[src/hw/rtl/crot_pkg.sv]
// Shared types and constants of the circle / rectangle overlap pipeline.
package crot_pkg;
   localparam int NUM_EDGES = 4;

   typedef enum logic [1:0] {
      EDGE_TOP    = 2'd0,
      EDGE_LEFT   = 2'd1,
      EDGE_BOTTOM = 2'd2,
      EDGE_RIGHT  = 2'd3
   } edge_id_type;

   // Handshake between two pipeline stages, seen from the upstream side.
   typedef struct packed {
      logic valid;
      logic ready;
   } stage_link_type;
endpackage

[src/hw/rtl/crot_prep.sv]
// Stage one: containment test and per-edge clamped distances.
module crot_prep
   import crot_pkg::*;
#(
   parameter int COORD_BITS = 16
) (
   input  logic                         clock,
   input  logic                         reset,
   input  logic                         in_valid,
   output logic                         in_ready,
   input  logic signed [COORD_BITS-1:0] center_x,
   input  logic signed [COORD_BITS-1:0] center_y,
   input  logic        [COORD_BITS-2:0] radius,
   input  logic signed [COORD_BITS-1:0] rect_left,
   input  logic signed [COORD_BITS-1:0] rect_top,
   input  logic signed [COORD_BITS-1:0] rect_right,
   input  logic signed [COORD_BITS-1:0] rect_bottom,
   output stage_link_type               link,
   input  logic                         link_ready,
   output logic        [COORD_BITS:0]   along_ff [NUM_EDGES],
   output logic        [COORD_BITS:0]   across_ff [NUM_EDGES],
   output logic        [COORD_BITS-2:0] radius_ff,
   output logic                         inbox_ff
);
   localparam int W = COORD_BITS;

   logic                valid_ff, valid_in;
   logic signed [W-1:0] lo [NUM_EDGES];
   logic signed [W-1:0] hi [NUM_EDGES];
   logic signed [W-1:0] ctr [NUM_EDGES];
   logic signed [W-1:0] fix [NUM_EDGES];
   logic signed [W-1:0] fctr [NUM_EDGES];
   logic signed [W-1:0] near [NUM_EDGES];
   logic signed [W:0]   da [NUM_EDGES];
   logic signed [W:0]   db [NUM_EDGES];
   logic        [W:0]   along_in [NUM_EDGES];
   logic        [W:0]   across_in [NUM_EDGES];
   logic signed [W:0]   px_hi, py_hi, px_lo, py_lo, r_ext;
   logic signed [W:0]   x1e, y1e, x2e, y2e;
   logic                inbox_in;

   assign in_ready   = !valid_ff || link_ready;
   assign valid_in   = in_ready ? in_valid : valid_ff;
   assign link.valid = valid_ff;
   assign link.ready = link_ready;

   // Edge endpoints: top and bottom run along x, left and right along y.
   always_comb begin
      lo[EDGE_TOP]    = (rect_left <= rect_right) ? rect_left : rect_right;
      hi[EDGE_TOP]    = (rect_left <= rect_right) ? rect_right : rect_left;
      lo[EDGE_BOTTOM] = lo[EDGE_TOP];
      hi[EDGE_BOTTOM] = hi[EDGE_TOP];
      lo[EDGE_LEFT]   = (rect_top <= rect_bottom) ? rect_top : rect_bottom;
      hi[EDGE_LEFT]   = (rect_top <= rect_bottom) ? rect_bottom : rect_top;
      lo[EDGE_RIGHT]  = lo[EDGE_LEFT];
      hi[EDGE_RIGHT]  = hi[EDGE_LEFT];
      ctr[EDGE_TOP]    = center_x;
      ctr[EDGE_BOTTOM] = center_x;
      ctr[EDGE_LEFT]   = center_y;
      ctr[EDGE_RIGHT]  = center_y;
      fix[EDGE_TOP]    = rect_top;
      fix[EDGE_BOTTOM] = rect_bottom;
      fix[EDGE_LEFT]   = rect_left;
      fix[EDGE_RIGHT]  = rect_right;
      fctr[EDGE_TOP]    = center_y;
      fctr[EDGE_BOTTOM] = center_y;
      fctr[EDGE_LEFT]   = center_x;
      fctr[EDGE_RIGHT]  = center_x;
   end

   // Closest point on an axis-aligned edge is the center clamped to its span.
   always_comb begin
      for (int e = 0; e < NUM_EDGES; e++) begin
         if (ctr[e] < lo[e]) begin
            near[e] = lo[e];
         end else if (ctr[e] > hi[e]) begin
            near[e] = hi[e];
         end else begin
            near[e] = ctr[e];
         end
         da[e] = {near[e][W-1], near[e]} - {ctr[e][W-1], ctr[e]};
         db[e] = {fix[e][W-1], fix[e]} - {fctr[e][W-1], fctr[e]};
         along_in[e]  = da[e][W] ? (W+1)'(0) - (W+1)'(da[e]) : (W+1)'(da[e]);
         across_in[e] = db[e][W] ? (W+1)'(0) - (W+1)'(db[e]) : (W+1)'(db[e]);
      end
   end

   always_comb begin
      r_ext = {2'b00, radius};
      x1e   = {rect_left[W-1], rect_left};
      y1e   = {rect_top[W-1], rect_top};
      x2e   = {rect_right[W-1], rect_right};
      y2e   = {rect_bottom[W-1], rect_bottom};
      px_hi = {center_x[W-1], center_x} + r_ext;
      py_hi = {center_y[W-1], center_y} + r_ext;
      px_lo = {center_x[W-1], center_x} - r_ext;
      py_lo = {center_y[W-1], center_y} - r_ext;
      inbox_in = (px_hi >= x1e && px_hi <= x2e && py_hi >= y1e && py_hi <= y2e) ||
                 (px_lo >= x1e && px_lo <= x2e && py_lo >= y1e && py_lo <= y2e);
   end

   always_ff @(posedge clock) begin
      if (reset) begin
         valid_ff <= 1'b0;
      end else begin
         valid_ff <= valid_in;
      end
   end

   always_ff @(posedge clock) begin
      if (in_ready) begin
         along_ff  <= along_in;
         across_ff <= across_in;
         radius_ff <= radius;
         inbox_ff  <= inbox_in;
      end
   end
endmodule

[config.mk]
export PLATFORM = sky130hd
export DESIGN_NAME = crot_prep
export DESIGN_NICKNAME = d
export VERILOG_FILES = /design/src/hw/rtl/crot_pkg.sv /design/src/hw/rtl/crot_prep.sv
export SDC_FILE = /design/constraint.sdc
export NUM_CORES = 1
export LEC_CHECK = 0
export BUFFER_PORTS_ARGS = -buffer_cell sky130_fd_sc_hd__buf_2
export CORE_ASPECT_RATIO = 0.8
export CORE_MARGIN = 10
export CORE_UTILIZATION = 45
export CTS_BUF_LIST = sky130_fd_sc_hd__clkbuf_4 sky130_fd_sc_hd__clkbuf_8
export DETAILED_ROUTE_END_ITERATION = 8
export GPL_TIMING_DRIVEN = 0
export PLACE_DENSITY = 0.74
export SLEW_MARGIN = 20
export SYNTH_ARGS = -nofsm -noshare
export SYNTH_HDL_FRONTEND = slang
export SYNTH_SLANG_ARGS = --single-unit
[constraint.sdc]
create_clock -name clock -period 10.43 [get_ports clock]
set_input_delay 2.086 -clock clock [delete_from_list [all_inputs] [get_ports clock]]
set_output_delay 2.086 -clock clock [all_outputs]
set_load 0.02 [all_outputs]
==> results.txt <==
- The number of global-route vias before repair was 17780.
- Gr usage total: 24.8%
- In the routed design, unresolved DRC markers number 0.
* Setup ws final: 0.282 ns
* Layout overhead on the synthesized area: 13.2%
* Post-synthesis sequential area ratio: 18.2%
- Flops & latches, synth: 119
- Share of synthesized registers carrying an async set or reset: 0%
- Across the run, the number of max-cap violations was 0.
- Pin count of the biggest net entering global routing: 54
- During synthesis, Yosys emitted a total of 0 warnings.
- In this run the clock root is driven by a clkbuf_8.
* Post-route minimum period: 10.15 ns
- Pin placement for this block handled 270 I/O pins.
- In this run the tightest slew margin relative to its limit is 33.0%.
- RR Startpoint: valid_ff
- Post-layout instance area: 22100 sq um
- The net count of the finished layout is 3129.
* Instance area at placement: 21700 sq um
- Across the VDD grid, the largest voltage drop is 0.126 mV.
- The total overflow left after global routing is 0.
- Die area: 52300 sq um
* Flop-to-flop setup slack: 9.11 ns
- Yosys mapped the design onto 81 distinct sky130hd cell types.
- Number of nets still failing antenna checks after routing: 0
* Period utilization: 97.3%
- Leading area contributor after synthesis: ha_1
- In the post-synthesis netlist, the biggest area contributors are ha_1, edfxtp_1, xnor2_1.
* Worst Path Arrival: 10.39 ns
- Vias after detailed routing: 19137
- Synthesis produced 2323 cells.
- STA classifies the critical path endpoint as a register.
- Clock buffers created by TritonCTS: 17
- Synthesized area divided by synthesized cell count: 8.42 sq um
- Prior to clock tree synthesis, the placed netlist has a worst setup slack of -1.12 ns.
- 0 antenna diodes ended up in the layout.
- Combined area of all synthesized cells: 19600 sq um
- Routability Congestion: 1.04
- On the worst path, the slowest cell contributes a delay of 0.64 ns.
- Area of the core: 43100 sq um
- The synthesized design contains 118 enable-type register cells.
- Buffer levels on the longest clock path: 2
- Dominant synthesized flop cell: edfxtp_1
- STA puts the critical path data required time at 10.68 ns.
- Number of violations reported at the end of detailed-routing iteration 0: 1760
- Setup tns final: 0 ns
* HP Start: valid_ff
- Final count of pins violating max slew: 0
- Number of iterations in the first detailed-routing pass: 6
- Hold buffer count at CTS: 0
- In this run the worst hold path is classified as register to register.
- Summed over all layers, the routed wires come to 67300 um.
- Summed over its instances, the top area cell type makes up 25.1% of the synthesized netlist area.
- HPWL reported at the end of detailed placement: 57000 um
- At the pin with the least slew margin, the transition time is 0.980 ns.
- Areal power density over the cells: 185 nW/um^2
- The number of buffers and inverters on the critical path is 5.
- Clock tree synthesis found a total of 119 sinks.
- Clock slew seen by the registers of the worst setup and hold paths: 0.09 ns
- After floorplanning, the core was divided into 68 placement rows.
- Die outline height: 207 um
* Avg WL per Cell: 21.1 um
- Final number of hold-violating endpoints: 0
- Of the cells placed in the final design, the portion with a size suffix greater than 1 is 15.0%.
* Reported leakage power: 10.6 nW
- Final Skew: 0.0186 ns
* Starting density of the core: 45.5%
- Timing-limited maximum frequency: 0.0985 GHz
- Wire length of the first global-routing pass: 101000 um
* Net count after synthesis: 2840
- Beginning of the critical path: rect_right[15]
* Outcome: finished clean
- Total setup violations reported at the end of the flow: 0
- The clock reaches the later pin of the worst-skew pair after 0.53 ns.
- From left edge to right edge, the die measures 253 um.
- CTS tree: yes
- The slowest stage of the critical path is the or4_1 cell.
- H-Tree Depth: 4
* Crit path launch type: input port
- Worst setup path class: input port to register
- Setup repair after global routing left no endpoint under its margin.
* Initial antenna violation count: 2
- Port bufs: 269
- Category of cells accounting for the largest share of critical-path delay: compound AO/OA/AOI/OAI gates
- Of all nets on the critical path, the largest fanout is 10.
* Via count normalized by instance count: 6.01
-- state kept, by name, summed over array words and instances (netlist names) --
name,count
across_ff,68
along_ff,34
radius_ff,15
inbox_ff,1
valid_ff,1
-- cells by family (layout without fill, tap and decap cells) --
kind of cell	count (synthesis)	count (layout)	share of synthesized area (%)
AO/OA/AOI/OAI	648	648	22.1
AND/OR/NAND/NOR	640	640	16.3
adder cells (fa/ha/maj)	402	402	26.1
buffers and inverters	269	571	5.91
XOR/XNOR	188	188	8.41
flip-flops	119	119	18.2
multiplexers	57	57	2.97
-- cells in the mapped netlist, types with 23 or more instances --
cell type  number
ha_1          392
nor2_1        198
inv_1         191
a21oi_1       157
o21ai_0       132
xnor2_1       124
edfxtp_1      118
nand2_1       113
a21o_1         74
xor2_1         64
nor3_1         62
mux2i_1        49
o21a_1         46
nand3_1        45
nor2b_1        44
buf_4          36
o211ai_1       35
clkbuf_1       33
or3_1          30
nand4_1        29
nand2b_1       25
a211oi_1       23
a31oi_1        23
-- placed cells by master, fill, tap and decap left out, types with 13 or more instances in the layout --
master	count
ha_1	392
buf_2	272
nor2_1	198
inv_1	191
a21oi_1	156
o21ai_0	129
xnor2_1	124
edfxtp_1	118
nand2_1	113
a21o_1	74
xor2_1	64
nor3_1	61
mux2i_1	49
o21a_1	46
nand3_1	45
nor2b_1	44
buf_4	37
o211ai_1	35
or3_1	30
nand4_1	29
clkbuf_1	25
nand2b_1	24
a211oi_1	23
a31oi_1	23
o21bai_1	18
o31a_1	17
clkbuf_8	17
a2111oi_0	16
and3_1	15
nor4_1	14
o31ai_1	13
-- where the power goes --
group          total, mW  switching [mW]  leakage (nW)  internal, mW
clock network      0.462           0.215         0.211         0.247
registers          0.822          0.0555          1.24         0.767
logic               2.80            1.71          9.11          1.09
-- metrics by stage --
step	util (%)	hold WS [ns]	instances	power (mW)
after floorplan	-	2.16	2323	2.80
after global placement	50.2	2.25	3152	3.49
after detailed placement	50.4	0.840	3154	3.56
after CTS	51.3	0.836	3185	4.04
after global routing	51.4	0.894	3185	4.37
final	51.4	0.835	3185	4.09
-- path summary, 6_finish.rpt --
path | to | cells past startpoint
setup / recovery | along_ff[30] | 32
setup reg to reg | across_ff[43] | 2
hold / removal | radius_ff[1] | 1
hold reg to reg | radius_ff[1] | 1
-- final cells by class --
cell class | instances | area, sq um
multi-input cells | 1935 | 14900
clock inverters | 10 | 131
fillers | 4069 | 20900
flip-flops and latches | 119 | 3560
repair buffers | 272 | 1410
inverters | 191 | 717
clock buffers | 22 | 272
plain buffers | 76 | 454
well taps | 560 | 701
-- timing repair --
| item | CTS | global route |
|---|---|---|
| gates resized for setup | 2 | 31 |
| endpoints found under the hold margin | 0 | 0 |
| endpoints found under the setup margin | 28 | 32 |
| buffers inserted | 0 | 1 |
| pin swaps | 0 | 1 |
-- routing by layer --
| metal | vias to the layer above | GRT usage, % | part of all wire, % | wire length [um] |
|---|---|---|---|---|
| met3 | 86 | 5.89 | 9.3 | 6230 |
| met1 | 9127 | 35.2 | 47 | 31500 |
| li1 | 9176 | - | - | - |
| met5 | - | 0 | 0.025 | 17 |
| met4 | 2 | 5.71 | 1.6 | 1110 |
| met2 | 746 | 37.2 | 42 | 28500 |
Note: power is estimated with default switching activity, not from simulation.
